**config.mk**
```make
export PLATFORM = sky130hd
export DESIGN_NAME = riff_vp8_chunk_locator_unit
export DESIGN_NICKNAME = d
export VERILOG_FILES = /design/src/rvcl_pkg.sv /design/src/riff_vp8_chunk_locator_unit.sv
export SDC_FILE = /design/constraint.sdc
export NUM_CORES = 1
export LEC_CHECK = 0
export BUFFER_PORTS_ARGS = -buffer_cell sky130_fd_sc_hd__buf_4
export CORE_MARGIN = 8
export CORE_UTILIZATION = 45
export CTS_BUF_LIST = sky130_fd_sc_hd__clkbuf_4
export DETAILED_ROUTE_END_ITERATION = 10
export GPL_TIMING_DRIVEN = 0
export SLEW_MARGIN = 20
export SYNTH_ARGS = -nofsm -noshare
export SYNTH_HDL_FRONTEND = slang
export SYNTH_SLANG_ARGS = --single-unit
export TNS_END_PERCENT = 1
```
**constraint.sdc**
```tcl
create_clock -name clk -period 14.14 [get_ports clk]
set_clock_uncertainty 0.2 [all_clocks]
set_input_delay 1.414 -clock clk [delete_from_list [all_inputs] [get_ports clk]]
set_output_delay 1.414 -clock clk [all_outputs]
set_load 0.02 [all_outputs]
```
**src/rvcl_pkg.sv**
```systemverilog
package rvcl_pkg;

  // container layout
  localparam int unsigned HEADER_BYTES = 12;
  localparam int unsigned CHUNK_HDR_BYTES = 8;

  localparam logic [31:0] TAG_RIFF = 32'h5249_4646;
  localparam logic [31:0] TAG_WEBP = 32'h5745_4250;
  localparam logic [31:0] TAG_VP8  = 32'h5650_3820;

  // smallest accepted riff payload size (room for the webp tag)
  localparam logic [31:0] MIN_PAYLOAD = 32'd4;

  localparam int unsigned POS_W = 34;
  localparam int unsigned SIZE_W = 33;

  typedef enum logic [2:0] {
    PH_HEADER,
    PH_WALK,
    PH_MATCHED,
    PH_FAILED,
    PH_ENDED
  } phase_t;

  typedef struct packed {
    logic [7:0] data_byte;
    logic       last_byte;
  } in_beat_t;

  typedef struct packed {
    logic              found;
    logic [SIZE_W-1:0] chunk_offset;
    logic [SIZE_W-1:0] chunk_length;
  } out_beat_t;

endpackage

```
**src/riff_vp8_chunk_locator_unit.sv**
```systemverilog
// channel | direction | handshake          | payload
// --------+-----------+--------------------+---------------------------------------------
// in_     | input     | in_valid / in_stall   | in_data: data_byte, last_byte
// out_    | output    | out_valid / out_stall | out_data: found, chunk_offset, chunk_length
//
// one byte per cycle while in_stall is low; each beat is parsed in the cycle it
// is accepted, and a file's result goes to the output register or skid entry on
// its last byte. 33-bit adds and compares walk the chunks (size, remaining span)
// rst_n is synchronous, active low; it returns the parser to the header state
// a one-entry skid behind the output register keeps the input open while a
// result waits; in_stall rises only when both output entries are full
module riff_vp8_chunk_locator_unit (
  input  logic               clk,
  input  logic               rst_n,
  input  logic               in_valid,
  output logic               in_stall,
  input  rvcl_pkg::in_beat_t in_data,
  output logic               out_valid,
  input  logic               out_stall,
  output rvcl_pkg::out_beat_t out_data
);
  import rvcl_pkg::*;

  // parser state
  phase_t              phase_r, phase_nxt;
  logic [POS_W-1:0]    pos_r, pos_nxt;        // index of the current byte, saturating
  logic [SIZE_W-1:0]   start_r, start_nxt;    // offset of the chunk being walked
  logic [SIZE_W-1:0]   rem_r, rem_nxt;        // container total minus chunk start
  logic [SIZE_W-1:0]   ctm1_r, ctm1_nxt;      // container total minus one
  logic [SIZE_W-1:0]   skip_r, skip_nxt;      // chunk data bytes still to pass over
  logic [2:0]          cnt_r, cnt_nxt;        // byte index inside a chunk header
  logic [31:0]         tag_r, tag_nxt;        // big-endian tag shifter
  logic [31:0]         field_r, field_nxt;    // little-endian size shifter
  logic [SIZE_W-1:0]   moff_r, moff_nxt;
  logic [SIZE_W-1:0]   mlen_r, mlen_nxt;

  // output register and skid
  logic                out_valid_r, out_valid_nxt;
  out_beat_t           out_data_r, out_data_nxt;
  logic                skid_valid_r, skid_valid_nxt;
  out_beat_t           skid_data_r, skid_data_nxt;

  logic                in_acc;
  logic                out_pop;
  logic                res_valid;
  out_beat_t           res;
  logic                ok;
  logic [31:0]         tag_cat;
  logic [31:0]         field_cat;
  logic [SIZE_W-1:0]   padded;
  logic [SIZE_W-1:0]   total;

  assign in_stall  = skid_valid_r;
  assign in_acc    = in_valid && !skid_valid_r;
  assign out_valid = out_valid_r;
  assign out_data  = out_data_r;
  assign out_pop   = out_valid_r && !out_stall;

  // shifter views that include the current byte
  assign tag_cat   = {tag_r[23:0], in_data.data_byte};
  assign field_cat = {in_data.data_byte, field_r[31:8]};

  // chunk size padded to even, plus the chunk header
  assign padded = {1'b0, field_cat} + SIZE_W'(field_cat[0]);
  assign total  = padded + SIZE_W'(CHUNK_HDR_BYTES);

  always_comb begin
    phase_nxt = phase_r;
    pos_nxt   = pos_r;
    start_nxt = start_r;
    rem_nxt   = rem_r;
    ctm1_nxt  = ctm1_r;
    skip_nxt  = skip_r;
    cnt_nxt   = cnt_r;
    tag_nxt   = tag_r;
    field_nxt = field_r;
    moff_nxt  = moff_r;
    mlen_nxt  = mlen_r;
    res_valid = 1'b0;
    ok        = 1'b0;
    res       = '0;

    if (in_acc) begin
      if (pos_r != '1) begin
        pos_nxt = pos_r + POS_W'(1);
      end

      unique case (phase_r)
        PH_HEADER: begin
          // position stays below twelve in this phase
          if (pos_r[3:0] < 4'd4 || pos_r[3:0] >= 4'd8) begin
            tag_nxt = tag_cat;
          end else begin
            field_nxt = field_cat;
          end
          if (pos_r[3:0] == 4'd3 && tag_cat != TAG_RIFF) begin
            phase_nxt = PH_FAILED;
          end else if (pos_r[3:0] == 4'(HEADER_BYTES - 1)) begin
            if (tag_cat != TAG_WEBP || field_r < MIN_PAYLOAD) begin
              phase_nxt = PH_FAILED;
            end else begin
              ctm1_nxt  = {1'b0, field_r} + SIZE_W'(CHUNK_HDR_BYTES - 1);
              rem_nxt   = {1'b0, field_r} - SIZE_W'(HEADER_BYTES - CHUNK_HDR_BYTES);
              // empty container: nothing to walk
              phase_nxt = (field_r > MIN_PAYLOAD) ? PH_WALK : PH_ENDED;
            end
          end
        end
        PH_WALK: begin
          if (skip_r != '0) begin
            skip_nxt = skip_r - SIZE_W'(1);
          end else begin
            cnt_nxt = cnt_r + 3'd1;
            if (!cnt_r[2]) begin
              tag_nxt = tag_cat;
            end else begin
              field_nxt = field_cat;
            end
            if (cnt_r == 3'd7) begin
              if (total > rem_r) begin
                // chunk overruns the container
                phase_nxt = PH_FAILED;
              end else if (tag_r == TAG_VP8) begin
                moff_nxt  = start_r;
                mlen_nxt  = total;
                phase_nxt = PH_MATCHED;
              end else if (total == rem_r) begin
                phase_nxt = PH_ENDED;
              end else begin
                start_nxt = start_r + total;
                rem_nxt   = rem_r - total;
                skip_nxt  = padded;
                cnt_nxt   = '0;
              end
            end
          end
        end
        default: begin
        end
      endcase

      if (in_data.last_byte) begin
        // file length is pos + 1; it must cover the whole container
        ok = (phase_nxt == PH_MATCHED) && (pos_r >= {1'b0, ctm1_r});
        res_valid        = 1'b1;
        res.found        = ok;
        res.chunk_offset = ok ? moff_nxt : '0;
        res.chunk_length = ok ? mlen_nxt : '0;
        // next byte opens a new file
        phase_nxt = PH_HEADER;
        pos_nxt   = '0;
        start_nxt = SIZE_W'(HEADER_BYTES);
        skip_nxt  = '0;
        cnt_nxt   = '0;
      end
    end
  end

  // output register with a skid entry behind it
  always_comb begin
    out_valid_nxt  = out_valid_r;
    out_data_nxt   = out_data_r;
    skid_valid_nxt = skid_valid_r;
    skid_data_nxt  = skid_data_r;
    if (skid_valid_r) begin
      if (out_pop) begin
        out_data_nxt   = skid_data_r;
        skid_valid_nxt = 1'b0;
      end
    end else if (res_valid) begin
      if (out_valid_r && !out_pop) begin
        skid_data_nxt  = res;
        skid_valid_nxt = 1'b1;
      end else begin
        out_data_nxt  = res;
        out_valid_nxt = 1'b1;
      end
    end else if (out_pop) begin
      out_valid_nxt = 1'b0;
    end
  end

  always_ff @(posedge clk) begin
    if (!rst_n) begin
      phase_r      <= PH_HEADER;
      pos_r        <= '0;
      start_r      <= SIZE_W'(HEADER_BYTES);
      skip_r       <= '0;
      cnt_r        <= '0;
      out_valid_r  <= 1'b0;
      skid_valid_r <= 1'b0;
    end else begin
      phase_r      <= phase_nxt;
      pos_r        <= pos_nxt;
      start_r      <= start_nxt;
      skip_r       <= skip_nxt;
      cnt_r        <= cnt_nxt;
      out_valid_r  <= out_valid_nxt;
      skid_valid_r <= skid_valid_nxt;
    end
  end

  // payload, always written before it is read
  always_ff @(posedge clk) begin
    rem_r       <= rem_nxt;
    ctm1_r      <= ctm1_nxt;
    tag_r       <= tag_nxt;
    field_r     <= field_nxt;
    moff_r      <= moff_nxt;
    mlen_r      <= mlen_nxt;
    out_data_r  <= out_data_nxt;
    skid_data_r <= skid_data_nxt;
  end

endmodule

```
==> results of run 1 <==
[cell usage after synthesis, types with 13 or more instances]
cell type  number  area, um^2
a21o_1         82         616
nand4_1        45         282
buf_2          22         110
ha_1          110        1380
o21ai_0       138         691
nand3_1        59         295
clkbuf_1       72         270
or3_1          44         275
nor3_1         48         240
mux2i_1        49         490
xnor2_1       107         937
and3_1         18         113
nor2b_1        22         138
nand2_1       205         769
nor2_1        271        1020
a21oi_1       141         706
nor4_1         34         213
and2_1         13        81.3
a22oi_1        23         173
edfxtp_1      330        9910
nand2b_1       15        93.8
dfxtp_1       107        2140
xor2_1         86         753
inv_1         169         634
[registers in the layout (all words and copies together), names as in the netlist, 32 cells and up]
name and count:
pos_r 34, moff_r 33, skid_data_r 67, skip_r 33, tag_r 32, mlen_r 33, rem_r 33, start_r 32
ctm1_r 33, field_r 32, out_data 67
[area by class of cell]
type | count | area, um^2 | share of cell area
sequential | 437 | 12100 | 0.439
multi-input combinational | 1710 | 11000 | 0.401
clock buffer | 181 | 1360 | 0.0495
tap | 696 | 871 | 0.0317
timing repair buffer | 95 | 823 | 0.0300
inverter | 172 | 651 | 0.0237
buffer | 108 | 474 | 0.0173
clock inverter | 40 | 213 | 0.00775
antenna | 1 | 2.50 | 0.0000911
[power by group through the flow]
stage / combinational, uW / clock [uW] / sequential [uW]
2_1_floorplan: 802 / 0 / 1500
3_3_place_gp: 1120 / 0 / 1500
3_5_place_dp: 1130 / 0 / 1500
4_1_cts: 1130 / 1200 / 1470
5_1_grt: 1270 / 1260 / 1480
6_report: 1150 / 1160 / 1480
[critical path, delay by kind of cell, from the launching register on]
family | cells | cell delay, ns
and+or+nand+nor | 10 | 3.83
buffers and inverters | 4 | 1.07
AOI/OAI and AO/OA | 3 | 0.91
xor gates and xnor gates | 2 | 0.96
DFF | 1 | 0.40
adders and majority gates | 2 | 0.61
[metrics by stage]
step | setup slack, ns | cells | cell area (um^2) | hold WS (ns) | utilization
final | 5.92 | 3440 | 27500 | 0.251 | 0.514
after global routing | 5.73 | 3440 | 27500 | 0.263 | 0.514
after CTS | 6.09 | 3439 | 27500 | 0.243 | 0.514
after detailed placement | 5.99 | 3218 | 25900 | 0.230 | 0.485
after global placement | 2.58 | 3203 | 25600 | 0.222 | 0.479
after floorplan | 5.62 | 2427 | 24100 | 0.217 | -
[how the worst max path moves through the flow]
stage / cells after the start / endpoint / from / slack [ns]
floorplan: 5 / out_data[0]$_DFFE_PP_ / in_valid / 5.62
global placement: 6 / out_data[0]$_DFFE_PP_ / in_valid / 2.58
detailed placement: 20 / out_data[21]$_DFFE_PP_ / in_data[3] / 5.99
CTS: 21 / out_data[21]$_DFFE_PP_ / field_r[8]$_DFFE_PP_ / 6.09
global route: 21 / out_data[27]$_DFFE_PP_ / field_r[9]$_DFFE_PP_ / 5.73
finish: 21 / out_data[21]$_DFFE_PP_ / field_r[8]$_DFFE_PP_ / 5.92
[logic make-up (layout without fill, tap and decap cells)]
logic type / Yosys count / after routing
AOI/OAI and AO/OA: 501 / 501
xor gates and xnor gates: 193 / 193
adders and majority gates: 111 / 111
buffers and inverters: 280 / 596
DFF: 437 / 437
muxes: 49 / 49
other: 0 / 1
and+or+nand+nor: 856 / 856
[metal layers]
layer / share of wire / GRT usage / vias to the layer above
li1: - / - / 9237
met1: 0.46 / 0.324 / 9437
met2: 0.45 / 0.347 / 640
met3: 0.064 / 0.0380 / 109
met4: 0.024 / 0.0803 / 0
met5: 0 / 0 / -
==> metrics.cfg, run 1 <==
[worst_hold_path]
hold_path_end = tag_r[31]$_DFFE_PP_
min-delay-start = tag_r[23]$_DFFE_PP_
whs_path_depth = 0
min_path_type = reg -> reg

[yosys]
synth_xor_area_frac = 0.0701
syn_avg_cell_area_um2 = 9.94
synth_warnings = 0
synth-compound-area-share = 0.129
syn_area_mm2 = 0.0241
synthAdderAreaFrac = 0.0579
synth_top_family_by_area = simple AND/OR/NAND/NOR gates
async_flop_share = 0
yosysSeqAreaShare = 0.500
syn_inst = 2427
synth.distinct_cells = 86
synth-edff-count = 330
synthMuxAreaShare = 0.0203
synth-main-ff-cell = edfxtp_1
synthSimpleGateAreaFrac = 0.176
synth-seq-cells = 437
synthesis.nets = 2551

[routing]
initialDrtViolationCount = 1766
wl_per_cell_um = 20.5
ant_nets = 0
firstDrtPassIters = 5
wirelength_um = 70700
dr_total_vias = 19400
drc_errors = 0
via_per_inst = 5.65

[cells_and_area]
layout-drive-gt1-share = 0.131
syn_to_final_growth_pct = 13.8
mostFrequentLayoutCell = edfxtp_1
fillerInstances = 5011
final_net_count = 2764
mostFrequentLayoutCells = edfxtp_1, nor2_1, nand2_1, clkbuf_4, inv_1

[sta]
rsz0062_at_grt = no
period_minus_slack_ns = 8.22
finalHoldViolations = 0
max_freq_mhz = 122
maxSlewHeadroom = 0.219
post-route-period-util = 0.582
tightestPinTransition_ns = 1.16
slew_viol_final = 0
fin_tns_setup_ns = 0
finalSetupViolCount = 0

[clocking]
ctsHtreeMaxLevel = 3
cts_sinks = 437
clk_pin_slew_worst_paths_ns = 0.07
cts_setup_buffers = 0
clk_path_buf_depth = 3
cts_tree = done
root_buffer = clkbuf_4
clk_latency_ns = 0.90
cts_buffers = 116
postCtsResizedCells = 0
cts-hold-fix-buffers = 0

[floorplanning]
coreArea_mm2 = 0.0534
die_w_um = 248
start_util = 0.452
rows = 85
die_area_mm2 = 0.0613
top_level_ports = 82
die_h_um = 248

[flow_run]
cap_violations = 0

[global_routing]
grt_max_degree = 76
antenna_found_initial = 2
overflow = 0
grt_pass1_vias = 18500
grt_pass1_wl_um = 107000
grt_use_total = 0.227

[pwr]
pwr-share-clk = 0.307
p_int_uw = 2420
power.density_mw_per_mm2 = 138
seqPwrFrac = 0.390
p_sw_frac = 0.362
power_frac_comb = 0.304
p_leak_uw = 0.0114
p_sw_uw = 1370
peakVddDrop_uv = 165
finalPower_uw = 3790

[place]
gp_congestion = 0.933
dp_hpwl_um = 53100
port_buffers = 80

[critical_path]
cp-end-kind = flip-flop
worstPathCellList = ha_1 -> clkbuf_1 -> nand4_2 -> nor4_1 -> xor2_1 -> nand4_1 -> or3_1 -> buf_2 -> nor3_1 -> xnor2_1 -> inv_1 -> ha_1 -> nand3_1 -> nor4_1 -> and2_1 -> nand4_1 -> a21o_1 -> o31ai_1 -> nand4b_1 -> clkbuf_1 -> o21ai_0
critPathMaxStageDelay_ns = 0.68
slowest_stage = nor4_1
r2r_start = field_r[8]$_DFFE_PP_
setup.worst_path.class = reg -> reg
cp-start-kind = flip-flop
crit_arrival_ns = 8.71
timing.rr.end = out_data[21]$_DFFE_PP_
critPathRequiredTime_ns = 14.63
cp_max_fo = 10
reg2reg_depth = 21
rrSetupSlack_ns = 5.92

[run_status]
status = completed

Note: power is estimated with default switching activity, not from simulation.
==> run 2, diff against run 1 <==
==> constraint.sdc (replaced) <==
create_clock -name clk -period 7.9 [get_ports clk]
set_clock_uncertainty 0.2 [all_clocks]
set_input_delay 0.79 -clock clk [delete_from_list [all_inputs] [get_ports clk]]
set_output_delay 0.79 -clock clk [all_outputs]
set_load 0.02 [all_outputs]
==> run 2 against run 1 <==
Effect of this change: critical path depth unchanged; first-iteration DRC count shrank 7.2%; register-to-register slack got worse by 5.6 ns; utilization up 0.32 points.
==> metrics.cfg, run 2 (same netlist as run 1, synthesis figures left out) <==
[global_routing]
overflow = 0  ; unchanged
grt_use_total = 0.229  ; +0.00164
antenna_found_initial = 3  ; +1
grt_pass1_vias = 18900  ; +1.8%
grt_max_degree = 76  ; unchanged
grt_pass1_wl_um = 108000  ; +0.20%

[sta]
post-route-period-util = 0.966  ; +0.385
finalSetupViolCount = 0  ; unchanged
period_minus_slack_ns = 7.63  ; -0.590 ns
max_freq_mhz = 131  ; +7.7%
tightestPinTransition_ns = 1.09  ; -0.0723 ns
rsz0062_at_grt = yes
maxSlewHeadroom = 0.268  ; +0.0485
slew_viol_final = 0  ; unchanged
setup_ws_ns = 0.267  ; -5.65 ns
finalHoldViolations = 0  ; unchanged

[worst_hold_path]
min-delay-start = in_valid
min_path_type = in -> reg
hold_path_end = in_stall$_SDFF_PN0_
whs_path_depth = 3  ; +3

[cells_and_area]
multi_input_area_mm2 = 0.0110  ; +0.15%
mostFrequentLayoutCells = edfxtp_1, nor2_1, nand2_1, clkbuf_4, inv_1
fillerInstances = 5023  ; +0.24%
final_net_count = 2777  ; +0.47%
seqCellArea_mm2 = 0.0121  ; unchanged
layout-drive-gt1-share = 0.138  ; +0.00700
fin_cells = 3453  ; +0.38%
syn_to_final_growth_pct = 14.5
fin_area_mm2 = 0.0276  ; +0.63%
mostFrequentLayoutCell = edfxtp_1

[floorplanning]
rows = 85  ; unchanged
top_level_ports = 82  ; unchanged
die_area_mm2 = 0.0613  ; unchanged
coreArea_mm2 = 0.0534  ; unchanged
die_w_um = 248  ; unchanged
start_util = 0.452  ; unchanged
die_h_um = 248  ; unchanged

[critical_path]
critPathRequiredTime_ns = 8.43  ; -6.20 ns
setup.worst_path.class = reg -> reg
rrSetupSlack_ns = 0.27  ; -5.65 ns
r2r_start = field_r[18]$_DFFE_PP_
cp-start-kind = flip-flop
timing.rr.end = start_r[3]$_SDFFE_PN1P_
crit_arrival_ns = 8.17  ; -0.54 ns
reg2reg_depth = 21  ; unchanged
cp-end-kind = flip-flop
cp_max_fo = 10  ; unchanged

[clocking]
root_buffer = clkbuf_4
cts_buffers = 118  ; +1.7%
clk_path_buf_depth = 3  ; unchanged
cts_tree = done
clk_latency_ns = 0.90  ; about the same
ctsHtreeMaxLevel = 3  ; unchanged
cts_sinks = 437  ; unchanged
clk_pin_slew_worst_paths_ns = 0.07  ; about the same

[place]
dpl_cell_area_mm2 = 0.0259  ; about the same
pre_cts_slack_ns = 0.0524  ; -5.93 ns
dp_hpwl_um = 52900  ; -0.38%
placed_cells = 3219  ; +0.031%
gp_congestion = 0.950  ; +1.8%
port_buffers = 80  ; unchanged

[routing]
firstDrtPassIters = 5  ; unchanged
via_per_inst = 5.63  ; -0.26%
wirelength_um = 70200  ; -0.74%
drc_errors = 0  ; unchanged
dr_total_vias = 19400  ; +0.11%
wl_per_cell_um = 20.3  ; -1.1%
ant_nets = 0  ; unchanged
initialDrtViolationCount = 1638  ; -7.2%

[flow_run]
cap_violations = 0  ; unchanged

[pwr]
p_leak_uw = 0.0115  ; +0.91%
power.density_mw_per_mm2 = 247  ; +79%
peakVddDrop_uv = 382  ; +130%

[run_status]
status = completed

==> run 2: changes by cell type in the layout (fill, tap and decap cells not counted), moves of 3 or more <==
cell / previous run / this run
clkinv_1: 29 / 20
dlygate4sd3_1: 0 / 9
clkbuf_4: 181 / 188
clkbuf_2: 0 / 5
clkinv_2: 5 / 9
buf_4: 85 / 88
clkbuf_1: 72 / 69
==> run 2: how the worst max path moves through the flow <==
stage,from,to,slack (ns),cells past startpoint
finish,field_r[18]$_DFFE_PP_,start_r[3]$_SDFFE_PN1P_,0.27,21
global route,field_r[8]$_DFFE_PP_,start_r[4]$_SDFFE_PN0P_,-0.08,24
CTS,field_r[8]$_DFFE_PP_,out_data[18]$_DFFE_PP_,0.02,21
detailed placement,field_r[8]$_DFFE_PP_,out_data[18]$_DFFE_PP_,0.05,22
global placement,field_r[10]$_DFFE_PP_,rem_r[7]$_DFFE_PP_,-2.33,18
floorplan,field_r[8]$_DFFE_PP_,rem_r[10]$_DFFE_PP_,0.67,19
==> run 2: metrics by stage <==
stage	hold WS, ns	setup TNS [ns]	utilization	total power [uW]
5_1_grt	0.0578	-0.184	0.517	7240
3_3_place_gp	0.227	-139.38	0.479	4690
4_1_cts	0.0321	0	0.517	6850
6_report	0.138	0	0.517	6810
2_1_floorplan	0.217	0	-	4130
3_5_place_dp	0.233	0	0.485	4720
==> run 2: timing repair <==
item,4_1_cts,5_1_grt
gates resized for setup,0,11
hold endpoints to repair,18,0
buffers inserted,0,1
hold buffers,9,0
setup endpoints to repair,0,193
==> run 2: layer usage <==
| layer | part of all wire | routed length (um) | vias to the layer above | global-route usage |
|---|---|---|---|---|
| li1 | - | - | 9261 | - |
| met1 | 0.46 | 32100 | 9427 | 0.319 |
| met2 | 0.44 | 30900 | 642 | 0.347 |
| met3 | 0.072 | 5050 | 113 | 0.0457 |
| met4 | 0.029 | 2040 | 2 | 0.0900 |
| met5 | 0.00013 | 9 | - | 0 |
==> run 2: worst max-delay path, cell delays in order (launching register included) <==
cell and delay (ns):
edfxtp_1 0.42, clkbuf_1 0.39, nand4_1 0.30, nor4_1 0.40, xor2_1 0.47, nand4_1 0.41
or3_1 0.45, buf_2 0.18, o31ai_2 0.21, xor2_1 0.68, inv_1 0.10, ha_1 0.40
nand2_1 0.07, nor2_1 0.13, and3_1 0.23, nand4b_1 0.27, nand4b_1 0.24, nand3_1 0.13
nor4_1 0.93, clkbuf_1 0.59, a22o_1 0.23, nand2_1 0.05
==> run 2: final cells by class <==
class	count	area share
repair buffers	106	0.0337
clock inverters	35	0.00729
multi-input cells	1710	0.399
diodes	1	0.0000906
inverters	172	0.0236
clock buffers	188	0.0511
flip-flops and latches	437	0.436
plain buffers	108	0.0174
well taps	696	0.0315
==> run 2: power breakdown <==
part	switching, uW	leakage [uW]	internal [uW]
combinational	1380	0.00643	680
sequential	73.4	0.00408	2570
clock	990	0.000969	1120
total	2450	0.0115	4360
==> run 3, diff against run 2 <==
--- a/config.mk
+++ b/config.mk
@@ -6,11 +6,14 @@
 export NUM_CORES = 1
 export LEC_CHECK = 0
 export BUFFER_PORTS_ARGS = -buffer_cell sky130_fd_sc_hd__buf_4
+export CELL_PAD_IN_SITES_DETAIL_PLACEMENT = 2
+export CELL_PAD_IN_SITES_GLOBAL_PLACEMENT = 2
 export CORE_MARGIN = 8
-export CORE_UTILIZATION = 45
+export CORE_UTILIZATION = 43
 export CTS_BUF_LIST = sky130_fd_sc_hd__clkbuf_4
 export DETAILED_ROUTE_END_ITERATION = 10
 export GPL_TIMING_DRIVEN = 0
+export PLACE_DENSITY_LB_ADDON = 0.1
 export SLEW_MARGIN = 20
 export SYNTH_ARGS = -nofsm -noshare
 export SYNTH_HDL_FRONTEND = slang
==> run 3 against run 2 <==
Effect of this change: final cell count is 2.1% higher; maximum frequency is 1.3% higher; register-to-register slack better by 0.10 ns; total power is 3.1% higher; critical endpoint is now start_r[22]$_SDFFE_PN0P_; largest cell class unchanged; via count is 5.7% higher; worst hold slack better by 0.099 ns; sequential share of layout area is 0.49 points lower; first-iteration DRC count is 29% lower; flip-flop and latch count stayed put; clock-buffer cell count is 16 lower; combinational power is 7% higher.
==> metrics.cfg, run 3 (same netlist as run 1, synthesis figures left out) <==
[place]
pre_cts_slack_ns = -0.683  ; -0.735 ns
dp_hpwl_um = 67800  ; +28%
port_buffers = 80  ; unchanged
placed_cells = 3280  ; +1.9%
gp_congestion = 0.917  ; -3.5%

[cells_and_area]
final_net_count = 2788  ; +0.40%
seqCellArea_mm2 = 0.0121  ; unchanged
syn_to_final_growth_pct = 15.9
fin_cells = 3525  ; +2.1%
multi_input_area_mm2 = 0.0112  ; +1.4%
layout-drive-gt1-share = 0.139  ; +0.00105
mostFrequentLayoutCell = edfxtp_1
utilization = 0.499  ; -0.0181
mostFrequentLayoutCells = edfxtp_1, nor2_1, nand2_1, clkbuf_4, inv_1
fillerInstances = 5967  ; +19%

[global_routing]
grt_max_degree = 76  ; unchanged
antenna_found_initial = 4  ; +1
overflow = 0  ; unchanged
grt_use_total = 0.283  ; +0.0547
grt_pass1_vias = 22700  ; +20%
grt_pass1_wl_um = 139000  ; +29%

[sta]
fin_hold_ws_ns = 0.237  ; +0.0991 ns
max_freq_mhz = 133  ; +1.3%
fin_tns_setup_ns = 0  ; unchanged
tightestPinTransition_ns = 1.20  ; +0.108 ns
setup_ws_ns = 0.368  ; +0.101 ns
finalSetupViolCount = 0  ; unchanged
slew_viol_final = 0  ; unchanged
period_minus_slack_ns = 7.53  ; -0.101 ns
post-route-period-util = 0.953  ; -0.0128
maxSlewHeadroom = 0.196  ; -0.0725
rsz0062_at_grt = no
finalHoldViolations = 0  ; unchanged

[critical_path]
reg2reg_depth = 21  ; unchanged
r2r_start = field_r[26]$_DFFE_PP_
setup.worst_path.class = reg -> reg
crit_arrival_ns = 8.16  ; about the same
rrSetupSlack_ns = 0.37  ; +0.10 ns
endpoint = start_r[22]$_SDFFE_PN0P_
critPathLaunch = field_r[26]$_DFFE_PP_
critPathRequiredTime_ns = 8.53  ; +0.10 ns
cp-start-kind = flip-flop
cp-end-kind = flip-flop
cp_max_fo = 10  ; unchanged
timing.rr.end = start_r[22]$_SDFFE_PN0P_

[clocking]
ctsHtreeMaxLevel = 3  ; unchanged
clk_pin_slew_worst_paths_ns = 0.06  ; about the same
clk_path_buf_depth = 3  ; unchanged
cts_tree = done
clk_latency_ns = 0.92  ; +0.02 ns
cts_buffers = 120  ; +1.7%
cts_sinks = 437  ; unchanged
root_buffer = clkbuf_4

[routing]
initialDrtViolationCount = 1163  ; -29%
ant_nets = 0  ; unchanged
drc_errors = 0  ; unchanged
via_per_inst = 5.83  ; +3.5%
wirelength_um = 91500  ; +30%
dr_total_vias = 20500  ; +5.7%
wl_per_cell_um = 26.0  ; +28%
firstDrtPassIters = 5  ; unchanged

[pwr]
peakVddDrop_uv = 302  ; -21%
p_leak_uw = 0.0116  ; +0.69%
power.density_mw_per_mm2 = 251  ; +2.0%

[floorplanning]
start_util = 0.431  ; -0.0207
rows = 87  ; +2.4%
top_level_ports = 82  ; unchanged
die_area_mm2 = 0.0639  ; +4.3%
die_w_um = 253  ; +2.2%
coreArea_mm2 = 0.0560  ; +4.8%
die_h_um = 253  ; +2.2%

[flow_run]
cap_violations = 0  ; unchanged

[worst_hold_path]
min_path_type = reg -> reg
min-delay-start = field_r[23]$_DFFE_PP_

[run_status]
status = completed

-- run 3: metal layers --
layer | global-route usage | vias to the layer above | part of all wire
met1 | 0.358 | 10500 | 0.43
met3 | 0.0429 | 200 | 0.045
met4 | 0.107 | 0 | 0.036
li1 | - | 9267 | -
met5 | 0 | - | 0
met2 | 0.488 | 556 | 0.49
-- run 3: layout make-up --
type,instances,area share
diodes,5,0.000448
plain buffers,107,0.0171
clock buffers,172,0.0462
clock inverters,50,0.0103
inverters,172,0.0233
multi-input cells,1710,0.400
flip-flops and latches,437,0.431
well taps,756,0.0339
repair buffers,116,0.0374
-- run 3: report_power, final --
part	switching, uW	total [uW]	internal, uW
Clock	1060	2160	1100
Sequential	85.5	2650	2570
Combinational	1520	2210	689
-- run 3: worst min-delay path by stage --
stage,to,slack (ns),cells after the start
after global routing,field_r[14]$_DFFE_PP_,0.22,0
after floorplan,tag_r[31]$_DFFE_PP_,0.22,0
final,field_r[15]$_DFFE_PP_,0.24,0
after CTS,field_r[15]$_DFFE_PP_,0.23,0
after detailed placement,field_r[11]$_DFFE_PP_,0.23,0
after global placement,tag_r[31]$_DFFE_PP_,0.23,0
-- run 3: repair_timing --
item | CTS | global route
setup buffers | 4 | 4
hold endpoints to repair | 19 | 0
hold buffers | 11 | 0
pin swaps | 1 | 2
gates resized for setup | 7 | 18
endpoints found under the setup margin | 205 | 220
-- run 3: critical path, stage by stage (launching register included) --
cell	delay, ns
edfxtp_1	0.42
clkbuf_1	0.51
nand2_1	0.15
nor3_1	0.53
nand3_1	0.37
xor2_1	0.60
or4_1	0.29
nor4_2	0.07
xnor2_1	0.79
inv_1	0.12
ha_1	0.40
nand3_1	0.20
nor4_4	0.39
and2_1	0.23
nand4_1	0.37
nand2_1	0.31
nor3_1	0.07
o21ai_1	0.38
clkbuf_2	0.38
clkbuf_2	0.37
a22oi_1	0.17
nor2_1	0.14
-- run 3: through the flow --
stage	instance area, um^2	total power, uW
2_1_floorplan	24100	4130
3_3_place_gp	25700	4730
3_5_place_dp	26000	4840
4_1_cts	27800	7040
5_1_grt	27900	7370
6_report	27900	7030
